$ cat src/ldpc_layered_min_sum_check_node_macros.svh
// assertion macros used by the check-node back end
`ifndef LDPC_LAYERED_MIN_SUM_CHECK_NODE_MACROS_SVH
`define LDPC_LAYERED_MIN_SUM_CHECK_NODE_MACROS_SVH

// property that holds at every clock edge out of reset
`define CN_ASSERT(lbl, prop, msg) \
  lbl: assert property (@(posedge clk_i) disable iff (!rst_ni) prop) else $error(msg);

// consequent checked in the cycle after the antecedent
`define CN_ASSERT_NEXT(lbl, ante, cons, msg) \
  lbl: assert property (@(posedge clk_i) disable iff (!rst_ni) (ante) |=> (cons)) \
    else $error(msg);

`endif

$ cat src/ldpc_cn_pkg.sv
// types and constants of the layered min-sum check-node processor
package ldpc_cn_pkg;

  localparam int LLR_W       = 8;
  localparam int MAG_W       = 7;
  localparam int NODE_W      = 7;
  localparam int LANE_W      = 9;
  localparam int OP_W        = 2;
  localparam int LIFT_REG_W  = 9;
  localparam int SCALE_W     = 8;
  localparam int PROMO_W     = 7;
  localparam int CFG_W       = 9;
  localparam int CFG_IDX_W   = 2;
  localparam int QUEUE_DEPTH = 2;
  localparam int PROD_W      = MAG_W + SCALE_W;

  localparam int LLR_SAT = 120;
  localparam int LLR_INF = 127;

  localparam logic signed [LLR_W-1:0] INF_P = LLR_W'(LLR_INF);
  localparam logic signed [LLR_W-1:0] INF_N = LLR_W'(-LLR_INF);
  localparam logic signed [LLR_W-1:0] SAT_P = LLR_W'(LLR_SAT);
  localparam logic signed [LLR_W-1:0] SAT_N = LLR_W'(-LLR_SAT);
  localparam logic [MAG_W-1:0]        INF_MAG = MAG_W'(LLR_INF);
  localparam logic [PROD_W-1:0]       ROUND_HALF = PROD_W'(1) << (SCALE_W - 1);

  localparam logic [LIFT_REG_W-1:0] LIFT_RST  = LIFT_REG_W'(384);
  localparam logic [SCALE_W-1:0]    SCALE_RST = SCALE_W'(205);
  localparam logic [PROMO_W-1:0]    PROMO_RST = PROMO_W'(120);

  typedef enum logic [OP_W-1:0] {
    OP_CLEAR   = 2'd0,
    OP_ANALYZE = 2'd1,
    OP_UPDATE  = 2'd2
  } cn_op_e;

  typedef enum logic [CFG_IDX_W-1:0] {
    CFG_LIFT    = 2'd0,
    CFG_SCALE   = 2'd1,
    CFG_PROMOTE = 2'd2
  } cn_cfg_e;

  typedef enum logic [1:0] {
    FR_IDLE,
    FR_DIV,
    FR_PUSH
  } cn_front_e;

  typedef enum logic [1:0] {
    BK_CLEAR,
    BK_IDLE,
    BK_EXEC,
    BK_WRITE
  } cn_back_e;

  typedef struct packed {
    cn_op_e                   operation;
    logic [LANE_W-1:0]        lane;
    logic [LANE_W-1:0]        shift;
    logic [NODE_W-1:0]        vnode;
    logic signed [LLR_W-1:0]  soft_in;
    logic signed [LLR_W-1:0]  old_c2v;
    logic signed [LLR_W-1:0]  v2c_in;
  } cn_req_t;

  typedef struct packed {
    logic signed [LLR_W-1:0] v2c_out;
    logic signed [LLR_W-1:0] c2v_out;
    logic signed [LLR_W-1:0] soft_out;
  } cn_res_t;

  // classified request as it waits in the queue, row index travels beside it
  typedef struct packed {
    cn_op_e                  op;
    logic [NODE_W-1:0]       node;
    logic signed [LLR_W-1:0] llr;
  } cn_cmd_t;

  typedef struct packed {
    logic              sign;
    logic [NODE_W-1:0] min_node;
    logic [MAG_W-1:0]  second_min;
    logic [MAG_W-1:0]  min_val;
  } cn_row_t;

  typedef struct packed {
    logic full;
    logic empty;
  } cn_qstat_t;

  localparam cn_row_t ROW_RESET = '{
    sign:       1'b0,
    min_node:   '0,
    second_min: INF_MAG,
    min_val:    INF_MAG
  };

endpackage

$ cat src/ldpc_cn_fifo.sv
// short request queue between front and back
module ldpc_cn_fifo import ldpc_cn_pkg::*; #(
  parameter int unsigned DATA_W = 8
) (
  input  logic              clk_i,
  input  logic              rst_ni,
  input  logic              push_i,
  input  logic [DATA_W-1:0] din_i,
  input  logic              pop_i,
  output logic [DATA_W-1:0] dout_o,
  output cn_qstat_t         stat_o
);

  localparam int unsigned PTR_W = $clog2(QUEUE_DEPTH);
  localparam int unsigned CNT_W = $clog2(QUEUE_DEPTH + 1);

  logic [DATA_W-1:0] slot_q [QUEUE_DEPTH];
  logic [PTR_W-1:0]  wptr_q, wptr_d, rptr_q, rptr_d;
  logic [CNT_W-1:0]  cnt_q, cnt_d;

  always_comb begin
    wptr_d = wptr_q;
    rptr_d = rptr_q;
    cnt_d  = cnt_q;
    if (push_i) wptr_d = (wptr_q == PTR_W'(QUEUE_DEPTH - 1)) ? '0 : wptr_q + PTR_W'(1);
    if (pop_i)  rptr_d = (rptr_q == PTR_W'(QUEUE_DEPTH - 1)) ? '0 : rptr_q + PTR_W'(1);
    if (push_i && !pop_i) cnt_d = cnt_q + CNT_W'(1);
    else if (pop_i && !push_i) cnt_d = cnt_q - CNT_W'(1);
  end

  assign stat_o.full  = (cnt_q == CNT_W'(QUEUE_DEPTH));
  assign stat_o.empty = (cnt_q == '0);
  assign dout_o       = slot_q[rptr_q];

  always_ff @(posedge clk_i or negedge rst_ni) begin
    if (!rst_ni) begin
      wptr_q <= '0;
      rptr_q <= '0;
      cnt_q  <= '0;
    end else begin
      wptr_q <= wptr_d;
      rptr_q <= rptr_d;
      cnt_q  <= cnt_d;
    end
  end

  always_ff @(posedge clk_i) begin
    if (push_i) slot_q[wptr_q] <= din_i;
  end

endmodule

$ cat config.mk
export PLATFORM = sky130hd
export DESIGN_NAME = ldpc_cn_fifo
export DESIGN_NICKNAME = d
export VERILOG_FILES = /design/src/ldpc_layered_min_sum_check_node_macros.svh /design/src/ldpc_cn_pkg.sv /design/src/ldpc_cn_fifo.sv
export SDC_FILE = /design/constraint.sdc
export NUM_CORES = 1
export LEC_CHECK = 0
export BUFFER_PORTS_ARGS = -buffer_cell sky130_fd_sc_hd__buf_2
export CORE_ASPECT_RATIO = 0.8
export CORE_UTILIZATION = 43
export DETAILED_ROUTE_END_ITERATION = 12
export PLACE_DENSITY = 0.71
export SLEW_MARGIN = 20
export SYNTH_ARGS = -nofsm -noshare
export SYNTH_HDL_FRONTEND = slang
export SYNTH_SLANG_ARGS = --single-unit
$ cat constraint.sdc
create_clock -name clk_i -period 1.2 [get_ports clk_i]
set_input_delay 0.12 -clock clk_i [delete_from_list [all_inputs] [get_ports clk_i]]
set_output_delay 0.12 -clock clk_i [all_outputs]
set_load 0.01 [all_outputs]
==> results.md <==
- Latest clock arrival within the worst-skew pair: 0.29 ns
- TritonCTS clock tree: yes
- Post-synth top area share: 0.623
- Worst Path Required: about 1.1 ns
- Layout Cells excl Fill: 98
- Clk sinks: 20
- Fill cell count: 126
- Detail Route Antenna Nets: 0
- Core Area: about 1700 sq um
- DRC errors left: 0
- Area after DPL: between 900 and 1000 sq um
- H-tree depth: 1
- Post-Syn Area per Cell: 18.8 sq um
- Post-Syn Area: 771 sq um
- Worst r2r path cells: 2
- Area grow syn2layout: 43.5%
- Leak: 0.000465 uW
- Final hold violations: 0
- Mapped Cells: 41
- Relative slew slack: 0.901
- Worst setup EP type: output port
- Leading area contributor after synthesis: edfxtp_1
- CTS buffer count: 3
- Slew @ Worst Pin: 0.148 ns
- Post-Route Skew: 0.00207 ns
- Setup slack of the most critical reg-to-reg path: 0.18 ns
- I/O pin count: 22
- Unrepaired setup endpoints after global routing: true
- Crit Path Class: reg2out
- Final setup margin: -0.186 ns
- WHS Path Cells: 1
- Die height: around 40 um
- Crit path DAT: 1.27 ns
- Outcome: complete, but fails checks
- Cell count after placement: 86
- Post-synthesis register bit count: 20
- Failing checks: negative setup slack
- # setup viols final: 8
- All-Layer GR Usage: 0.132
- Nets@finish: 90
- IO buf count: 21
- Rows: 13
- Via Count: roughly 440
- Fmax: 721 MHz
- CTS Buffer Depth: 2
- Total power density per cell area: 2270 nW/um^2
- Via/cell ratio: 4.45
- Vias in the first global route: 385
- Wire per inst: ~12 um
- GPL Wtd Cong: 0.654
- Routed wire length: 1150 um
- Max VDD drop: ~1900 uV
- Pre-CTS setup slack: -0.00172 ns
- Root Buffer: clkbuf_4
- Final Max Tran Viols: 0
- Nature of the critical path startpoint: register
- Die area: 1970 sq um
- Hold WC Path Type: in2reg
- Hold Crit Start: din_i[3]
- Largest net degree at the start of global routing: 13
- Final cycle utilization of the critical path: 1.16
- Clk slew on worst S/H paths: ~0.10 ns
- Final std cell area, no fill: about 1100 sq um
- Final min period: 1.39 ns
- First-pass GRT wire length: 1680 um
- Congestion Overflow GR: 0
- Synthesized net count: 54
- Synth area leaders: edfxtp_1, dfrtp_1, mux2_2
- Max_cap viols: 0
- Hold Path Sink: slot_q[1][3]
- Final HPWL DP: 772 um
- Synth unique cells: 12
- Reg2reg end: slot_q[0][1]
- Register area: roughly 580 sq um
- Setup_tns: -1.44 ns
- Die W: around 49 um
- Yosys warns: 0
- Reg2reg start: wptr_q
- Area used by multi-input combinational logic: 183 sq um
- Register area share after synthesis: 0.753
- Detailed Routing Iterations Pass 1: 4
- Layout cell share with drive strength beyond 1: 0.539
- Worst hold slack: 0.0147 ns
- N_diodes: 0
- Initial Util: 0.465
- Initial antenna violation count: 0
- Starting DRT DRC Count: 6
- Crit Path Max Fanout: 5
-- state kept, by name, summed over array words and instances, names as in the netlist --
| signal | count |
|---|---|
| slot_q | 16 |
| rptr_q | 1 |
| wptr_q | 1 |
| cnt_q | 2 |
-- cell usage after synthesis, drive strengths merged --
cell and instances:
xnor2 1, nor2b 1, edfxtp 16, buf 1, xor2 4, dfrtp 4
and2b 1, mux2 8, ha 1, and2 1, inv 1, nor2 2
-- cell usage in the layout (no fill, tap or decap) --
cell type / n
edfxtp_1: 16
buf_2: 13
buf_6: 10
mux2_2: 6
dlygate4sd3_1: 5
xor2_1: 4
buf_4: 4
clkbuf_4: 3
dfrtp_1: 3
mux2_4: 2
nor2_1: 2
inv_1: 1
and2b_2: 1
and2_1: 1
nor2b_1: 1
xnor2_1: 1
ha_1: 1
bufinv_16: 1
dfrtp_2: 1
-- through the flow --
step,total power [uW],util
after global routing,2640,0.667
after floorplan,1470,-
after CTS,2450,0.630
after detailed placement,1690,0.551
final,2510,0.667
after global placement,1680,0.551
-- logic make-up (layout without fill, tap and decap cells) --
| group | after synthesis | in the layout | synth area share |
|---|---|---|---|
| xor gates and xnor gates | 5 | 5 | 0.0568 |
| and+or+nand+nor | 5 | 5 | 0.0374 |
| DFF | 20 | 20 | 0.753 |
| adders and majority gates | 1 | 1 | 0.0162 |
| buffers and inverters | 2 | 37 | 0.0195 |
| muxes | 8 | 8 | 0.117 |
-- critical path, cell delays in order, from the launching register on --
cell and delay (ns):
dfrtp_2 0.39, buf_6 0.13, mux2_2 0.34, buf_6 0.12
-- area by class of cell --
cell class / count / share of cell area
clock buffers: 3 / 0.0204
inverters: 1 / 0.00339
well taps: 22 / 0.0249
multi-input cells: 19 / 0.165
repair buffers: 32 / 0.233
flip-flops and latches: 20 / 0.526
clock inverters: 1 / 0.0271
-- power by group --
part	switching (uW)	internal (uW)	total, uW
Combinational	375	581	955
Sequential	87.0	946	1030
Clock	183	337	520
-- routing by layer --
metal | share of wire | up-vias | routed length [um] | track usage
met1 | 0.47 | 205 | 543 | 0.138
met4 | 0 | 0 | 0 | 0.0441
li1 | - | 218 | - | -
met5 | 0 | - | 0 | 0
met2 | 0.49 | 13 | 562 | 0.243
met3 | 0.041 | 0 | 47 | 0.0581
-- what timing repair did --
| action | in CTS | in global routing |
|---|---|---|
| buffers inserted | 3 | 0 |
| pin swaps | 0 | 0 |
| resized for setup | 10 | 4 |
| hold buffers | 1 | 4 |
| setup endpoints to repair | 8 | 9 |
| cloned | 0 | 0 |
| endpoints found under the hold margin | 4 | 7 |
-- how the worst max path moves through the flow --
stage            from  slack (ns)  cells after the start      endpoint
2_1_floorplan  wptr_q        0.04                      1  slot_q[0][0]
3_3_place_gp   rptr_q        0.03                      2     dout_o[5]
3_5_place_dp   rptr_q      -0.002                      2     dout_o[6]
4_1_cts        rptr_q       -0.19                      3     dout_o[1]
5_1_grt        rptr_q       -0.25                      3     dout_o[4]
6_report       rptr_q       -0.19                      3     dout_o[6]
No activity file was read; power rests on OpenSTA's default activity.
