**config.mk**
```make
export PLATFORM = sky130hd
export DESIGN_NAME = ldpc_cn_front
export DESIGN_NICKNAME = d
export VERILOG_FILES = /design/src/ldpc_layered_min_sum_check_node_macros.svh /design/src/ldpc_cn_pkg.sv /design/src/ldpc_cn_front.sv
export SDC_FILE = /design/constraint.sdc
export NUM_CORES = 1
export LEC_CHECK = 0
export ABC_AREA = 1
export BUFFER_PORTS_ARGS = -buffer_cell sky130_fd_sc_hd__buf_2
export CAP_MARGIN = 30
export CORE_MARGIN = 2
export CORE_UTILIZATION = 58
export CTS_CLUSTER_SIZE = 30
export DETAILED_ROUTE_END_ITERATION = 12
export PLACE_DENSITY = 0.81
export REMOVE_ABC_BUFFERS = 1
export SYNTH_ARGS = -nofsm -noshare
export SYNTH_HDL_FRONTEND = slang
export SYNTH_SLANG_ARGS = --single-unit
export TNS_END_PERCENT = 5
```
**constraint.sdc**
```tcl
create_clock -name clk_i -period 3.3 [get_ports clk_i]
set_input_delay 0.495 -clock clk_i [delete_from_list [all_inputs] [get_ports clk_i]]
set_output_delay 0.495 -clock clk_i [all_outputs]
set_load 0.05 [all_outputs]
```
**src/ldpc_layered_min_sum_check_node_macros.svh**
```systemverilog
// assertion macros used by the check-node back end
`ifndef LDPC_LAYERED_MIN_SUM_CHECK_NODE_MACROS_SVH
`define LDPC_LAYERED_MIN_SUM_CHECK_NODE_MACROS_SVH

// property that holds at every clock edge out of reset
`define CN_ASSERT(lbl, prop, msg) \
  lbl: assert property (@(posedge clk_i) disable iff (!rst_ni) prop) else $error(msg);

// consequent checked in the cycle after the antecedent
`define CN_ASSERT_NEXT(lbl, ante, cons, msg) \
  lbl: assert property (@(posedge clk_i) disable iff (!rst_ni) (ante) |=> (cons)) \
    else $error(msg);

`endif

```
**src/ldpc_cn_pkg.sv**
```systemverilog
// types and constants of the layered min-sum check-node processor
package ldpc_cn_pkg;

  localparam int LLR_W       = 8;
  localparam int MAG_W       = 7;
  localparam int NODE_W      = 7;
  localparam int LANE_W      = 9;
  localparam int OP_W        = 2;
  localparam int LIFT_REG_W  = 9;
  localparam int SCALE_W     = 8;
  localparam int PROMO_W     = 7;
  localparam int CFG_W       = 9;
  localparam int CFG_IDX_W   = 2;
  localparam int QUEUE_DEPTH = 2;
  localparam int PROD_W      = MAG_W + SCALE_W;

  localparam int LLR_SAT = 120;
  localparam int LLR_INF = 127;

  localparam logic signed [LLR_W-1:0] INF_P = LLR_W'(LLR_INF);
  localparam logic signed [LLR_W-1:0] INF_N = LLR_W'(-LLR_INF);
  localparam logic signed [LLR_W-1:0] SAT_P = LLR_W'(LLR_SAT);
  localparam logic signed [LLR_W-1:0] SAT_N = LLR_W'(-LLR_SAT);
  localparam logic [MAG_W-1:0]        INF_MAG = MAG_W'(LLR_INF);
  localparam logic [PROD_W-1:0]       ROUND_HALF = PROD_W'(1) << (SCALE_W - 1);

  localparam logic [LIFT_REG_W-1:0] LIFT_RST  = LIFT_REG_W'(384);
  localparam logic [SCALE_W-1:0]    SCALE_RST = SCALE_W'(205);
  localparam logic [PROMO_W-1:0]    PROMO_RST = PROMO_W'(120);

  typedef enum logic [OP_W-1:0] {
    OP_CLEAR   = 2'd0,
    OP_ANALYZE = 2'd1,
    OP_UPDATE  = 2'd2
  } cn_op_e;

  typedef enum logic [CFG_IDX_W-1:0] {
    CFG_LIFT    = 2'd0,
    CFG_SCALE   = 2'd1,
    CFG_PROMOTE = 2'd2
  } cn_cfg_e;

  typedef enum logic [1:0] {
    FR_IDLE,
    FR_DIV,
    FR_PUSH
  } cn_front_e;

  typedef enum logic [1:0] {
    BK_CLEAR,
    BK_IDLE,
    BK_EXEC,
    BK_WRITE
  } cn_back_e;

  typedef struct packed {
    cn_op_e                   operation;
    logic [LANE_W-1:0]        lane;
    logic [LANE_W-1:0]        shift;
    logic [NODE_W-1:0]        vnode;
    logic signed [LLR_W-1:0]  soft_in;
    logic signed [LLR_W-1:0]  old_c2v;
    logic signed [LLR_W-1:0]  v2c_in;
  } cn_req_t;

  typedef struct packed {
    logic signed [LLR_W-1:0] v2c_out;
    logic signed [LLR_W-1:0] c2v_out;
    logic signed [LLR_W-1:0] soft_out;
  } cn_res_t;

  // classified request as it waits in the queue, row index travels beside it
  typedef struct packed {
    cn_op_e                  op;
    logic [NODE_W-1:0]       node;
    logic signed [LLR_W-1:0] llr;
  } cn_cmd_t;

  typedef struct packed {
    logic              sign;
    logic [NODE_W-1:0] min_node;
    logic [MAG_W-1:0]  second_min;
    logic [MAG_W-1:0]  min_val;
  } cn_row_t;

  typedef struct packed {
    logic full;
    logic empty;
  } cn_qstat_t;

  localparam cn_row_t ROW_RESET = '{
    sign:       1'b0,
    min_node:   '0,
    second_min: INF_MAG,
    min_val:    INF_MAG
  };

endpackage

```
**src/ldpc_cn_front.sv**
```systemverilog
// front end: takes a request, forms the v2c message and reduces the row index
module ldpc_cn_front import ldpc_cn_pkg::*; #(
  parameter int unsigned MAX_LIFT = 384,
  localparam int unsigned ROW_W = $clog2(MAX_LIFT),
  localparam int unsigned LW    = $clog2(MAX_LIFT + 1)
) (
  input  logic                  clk_i,
  input  logic                  rst_ni,
  input  logic                  start_i,
  input  cn_req_t               req_i,
  input  logic [LIFT_REG_W-1:0] lift_size_i,
  output logic                  busy_o,
  input  logic                  q_full_i,
  output logic                  q_push_o,
  output cn_cmd_t               q_cmd_o,
  output logic [ROW_W-1:0]      q_row_o
);

  localparam int unsigned DIV_W  = LW + LANE_W - 1;
  localparam int unsigned STEP_W = $clog2(LANE_W);

  function automatic logic signed [LLR_W-1:0] llr_clamp(input logic signed [LLR_W-1:0] x);
    logic signed [LLR_W-1:0] r;
    r = x;
    if (x > INF_P) r = INF_P;
    else if (x < INF_N) r = INF_N;
    return r;
  endfunction

  function automatic logic signed [LLR_W-1:0] llr_sub(input logic signed [LLR_W-1:0] a,
                                                      input logic signed [LLR_W-1:0] b);
    logic signed [LLR_W:0]   t;
    logic signed [LLR_W-1:0] r;
    t = (LLR_W+1)'(a) - (LLR_W+1)'(b);
    if (a == INF_P || a == INF_N) r = (b == a) ? '0 : a;
    else if (b == INF_P || b == INF_N) r = -b;
    else if (t > (LLR_W+1)'(SAT_P)) r = SAT_P;
    else if (t < (LLR_W+1)'(SAT_N)) r = SAT_N;
    else r = t[LLR_W-1:0];
    return r;
  endfunction

  cn_front_e           state_q, state_d;
  logic [STEP_W-1:0]   step_q, step_d;
  logic [LANE_W-1:0]   lrem_q, lrem_d, srem_q, srem_d;
  logic [DIV_W-1:0]    div_q, div_d;
  logic [LW-1:0]       lift_q, lift_d, lift_eff;
  cn_cmd_t             cmd_q, cmd_d;
  logic signed [LLR_W-1:0] llr_new;
  int                  row_full;

  always_comb begin
    if (lift_size_i == '0 || int'(lift_size_i) > int'(MAX_LIFT)) begin
      lift_eff = LW'(MAX_LIFT);
    end else begin
      lift_eff = LW'(lift_size_i);
    end
    if (req_i.operation == OP_UPDATE) begin
      llr_new = llr_clamp(req_i.v2c_in);
    end else begin
      llr_new = llr_sub(llr_clamp(req_i.soft_in), llr_clamp(req_i.old_c2v));
    end
  end

  // next state
  always_comb begin
    state_d = state_q;
    case (state_q)
      FR_IDLE: if (start_i) state_d = FR_DIV;
      FR_DIV:  if (step_q == STEP_W'(LANE_W - 1)) state_d = FR_PUSH;
      FR_PUSH: if (!q_full_i) state_d = FR_IDLE;
      default: state_d = FR_IDLE;
    endcase
  end

  // datapath and outputs
  always_comb begin
    step_d = step_q;
    lrem_d = lrem_q;
    srem_d = srem_q;
    div_d  = div_q;
    lift_d = lift_q;
    cmd_d  = cmd_q;
    q_push_o = 1'b0;
    case (state_q)
      FR_IDLE: begin
        if (start_i) begin
          step_d = '0;
          lrem_d = req_i.lane;
          srem_d = req_i.shift;
          div_d  = DIV_W'(lift_eff) << (LANE_W - 1);
          lift_d = lift_eff;
          cmd_d  = '{op: req_i.operation, node: req_i.vnode, llr: llr_new};
        end
      end
      FR_DIV: begin
        // one restoring remainder step on lane and shift together
        if (DIV_W'(lrem_q) >= div_q) lrem_d = lrem_q - LANE_W'(div_q);
        if (DIV_W'(srem_q) >= div_q) srem_d = srem_q - LANE_W'(div_q);
        div_d  = div_q >> 1;
        step_d = step_q + STEP_W'(1);
      end
      FR_PUSH: q_push_o = !q_full_i;
      default: ;
    endcase
  end

  always_comb begin
    if (lrem_q >= srem_q) row_full = int'(lrem_q) - int'(srem_q);
    else row_full = int'(lrem_q) + int'(lift_q) - int'(srem_q);
  end

  assign q_row_o = ROW_W'(row_full);
  assign q_cmd_o = cmd_q;
  assign busy_o  = (state_q != FR_IDLE);

  always_ff @(posedge clk_i or negedge rst_ni) begin
    if (!rst_ni) begin
      state_q <= FR_IDLE;
      step_q  <= '0;
    end else begin
      state_q <= state_d;
      step_q  <= step_d;
    end
  end

  always_ff @(posedge clk_i) begin
    lrem_q <= lrem_d;
    srem_q <= srem_d;
    div_q  <= div_d;
    lift_q <= lift_d;
    cmd_q  <= cmd_d;
  end

endmodule

```
==> impl_metrics.tcl <==
set metrics [dict create \
    status "finished, violations left" \
    violations "negative setup slack" \
    vias_per_cell 5.23 \
    rsz0062_at_grt "yes" \
    die_area_sq_um 10600 \
    firstDrtPassIters 5 \
    fin_crit_ns 3.48 \
    cts-root-buf "clkbuf_8" \
    tritoncts "done" \
    die_w_microns 103 \
    finClkSkew_ns 0.0121 \
    rows 36 \
    grt_overflow_total 0 \
    core_area_sq_um 9640 \
    ys.flop_type "edfxtp_1" \
    worstHoldPathType "input pin to register" \
    required_ns 2.80 \
    routabilityCongestion 0.933 \
    yosys_warnings 0 \
    path_max_fanout 2 \
    syn_inst 736 \
    clk_pin_slew_worst_paths_ns 0.08 \
    start_util 0.592 \
    numCtsBuffers 9 \
    dieHeight_microns 103 \
    grt_pass1_wl_microns 22500 \
    wl_per_cell_microns 13.8 \
    syn_area_sq_um 5710 \
    post-place-cells 1002 \
    place_hpwl_microns 11400 \
    critPathKind "register to output port" \
    ios 92 \
    drt_iter0_markers 320 \
    insertion_delay_ns 0.36 \
    fin_crit_sh 1.05 \
    seq_area_frac_synth 0.347 \
    finalSetupViolations 3 \
    critPathLaunchType "register" \
    finalMaxSlewViolations 0 \
    whs_path_depth 1 \
    syn_area_per_cell_sq_um 7.75 \
    r2r_cells 14 \
    drtAntennaViolNets 0 \
    peakVddDrop_uv 908 \
    drc 0 \
    ys_types 42 \
    rr_startpoint "srem_q[2]$_DFFE_PP_" \
    gr-usage-all-layers 0.272 \
    fin_util 0.735 \
    rrSetupSlack_ns 0.44 \
    final_common_cell "nand2_1" \
    worstMarginPinSlew_ns 0.772 \
    cts_max_level 3 \
    synth_edf_count 61 \
    syn_to_final_growth_pct 24.3 \
    reg2reg_to "srem_q[3]$_DFFE_PP_" \
    port_buffers 91 \
    pre_cts_ws_ns -0.378 \
    async_reset_ff_frac 0.0896 \
    drt-total-wl_microns 14100 \
    vias 5353 \
    hold_end "q_cmd_o[10]$_DFFE_PP_" \
    critical_path_arrival_ns 2.98 \
    grt_max_degree 36 \
    layout.nets 1012 \
    layoutNonFillerInstCount 1023 \
    setup.worst_path.end_class "output port" \
    hold_slack_ns 0.320 \
    p_leak_uw 0.00361 \
    final_cell_mix "nand2_1, inv_1, buf_2" \
    cts_sinks 67 \
    p_per_area_nw_per_um2 1050 \
    min-delay-start "req_i[26]" \
    ys_seq_elements 67 \
    max_cap_violations 0 \
    nFillCells 756 \
    n_antenna_cell 0 \
    max_freq_ghz 0.287 \
    grt_pass1_vias 5126 \
    finalHoldViolCount 0 \
    drive_gt1_frac 0.258 \
    setup_ws_ns -0.180 \
    antenna_found_initial 0 \
    clk_path_buf_depth 2 \
    relSlewSlack 0.485 \
]
==> routing by layer <==
| layer | part of all wire | global-route usage | vias to the layer above |
|---|---|---|---|
| met4 | 0.023 | 0.0901 | 0 |
| met2 | 0.50 | 0.482 | 182 |
| met5 | 0 | 0 | - |
| li1 | - | - | 2683 |
| met1 | 0.42 | 0.344 | 2461 |
| met3 | 0.053 | 0.0370 | 27 |
==> power breakdown <==
part | internal, uW | leakage (uW) | total [uW] | switching (uW)
Sequential | 1390 | 0.000661 | 1540 | 149
Combinational | 1890 | 0.00286 | 5230 | 3340
Clock | 331 | 0.0000970 | 688 | 357
Total | 3610 | 0.00361 | 7450 | 3850
==> layout make-up <==
cell class,count,area (sq um),share of cell area
Clock buffer,10,149,0.0210
Clock inverter,6,52.6,0.00741
Inverter,145,544,0.0768
Multi-Input combinational cell,516,3290,0.464
Sequential cell,67,1980,0.280
Tap cell,133,166,0.0235
Timing Repair Buffer,146,907,0.128
==> cells in the mapped netlist, types with 5 or more instances <==
master / n / area [sq um]
nand2_1: 155 / 582
inv_1: 141 / 529
nor2_1: 74 / 278
edfxtp_1: 61 / 1830
ha_1: 51 / 638
o21ai_0: 49 / 245
nand3_1: 37 / 185
a21oi_1: 31 / 155
xor2_1: 21 / 184
fa_1: 12 / 240
nand2_2: 11 / 68.8
nor3_1: 8 / 40.0
clkbuf_1: 7 / 26.3
dfrtp_1: 6 / 150
nand2_4: 6 / 67.6
xnor2_1: 6 / 52.6
nand4_1: 5 / 31.3
nor4_1: 5 / 31.3
==> sequential cells by signal, summed over array words and instances (netlist names) <==
| name | cells |
|---|---|
| div_q | 17 |
| lift_q | 9 |
| q_cmd_o | 17 |
| lrem_q | 9 |
| step_q | 4 |
| srem_q | 9 |
| state_q | 2 |
==> stage by stage <==
| stage | TNS (ns) | area [sq um] | total power (uW) |
|---|---|---|---|
| after global routing | -1.81 | 7090 | 8080 |
| after global placement | -1.43 | 6680 | 6060 |
| final | -0.456 | 7090 | 7450 |
| after detailed placement | -2.72 | 6680 | 6260 |
| after floorplan | -2.44 | 5670 | 5050 |
| after CTS | -0.439 | 6970 | 7240 |
==> cells by family after synthesis <==
kind of cell	Yosys count	share of synthesized area
XOR/XNOR	27	0.0414
buffers and inverters	153	0.101
adder cells (fa/ha/maj)	63	0.154
flip-flops	67	0.347
AO/OA/AOI/OAI	107	0.106
multiplexers	1	0.00175
AND/OR/NAND/NOR	318	0.249
==> how the worst max path moves through the flow <==
| stage | from | endpoint | slack (ns) | cells past startpoint |
|---|---|---|---|---|
| final | lift_q[1]$_DFFE_PP_ | q_row_o[7] | -0.18 | 17 |
| after CTS | lrem_q[1]$_DFFE_PP_ | q_row_o[7] | -0.21 | 17 |
| after global placement | req_i[12] | q_cmd_o[1]$_DFFE_PP_ | -0.20 | 25 |
| after detailed placement | req_i[12] | q_cmd_o[4]$_DFFE_PP_ | -0.38 | 25 |
| after global routing | srem_q[2]$_DFFE_PP_ | q_row_o[7] | -0.36 | 16 |
| after floorplan | lrem_q[1]$_DFFE_PP_ | q_row_o[8] | -0.58 | 15 |
==> timing repair <==
item                                   CTS  global route
gates resized for setup                 23            24
endpoints found under the hold margin    6             0
pin swaps                               10            13
setup endpoints to repair                5            14
buffers inserted                         2             2
hold buffers                             1             0
==> worst max-delay path, cell delays in order (launching register included) <==
cell	delay, ns
edfxtp_1	0.37
inv_2	0.06
fa_1	0.60
inv_1	0.09
ha_4	0.16
a21oi_2	0.13
nand2_2	0.09
nand2_2	0.07
nand2_2	0.05
a21oi_2	0.16
nor2_2	0.05
nor2_1	0.10
nor2_1	0.06
nor2_1	0.10
xor2_1	0.16
inv_1	0.06
o21ai_2	0.14
buf_6	0.17
(Power assumes the default switching activity.)
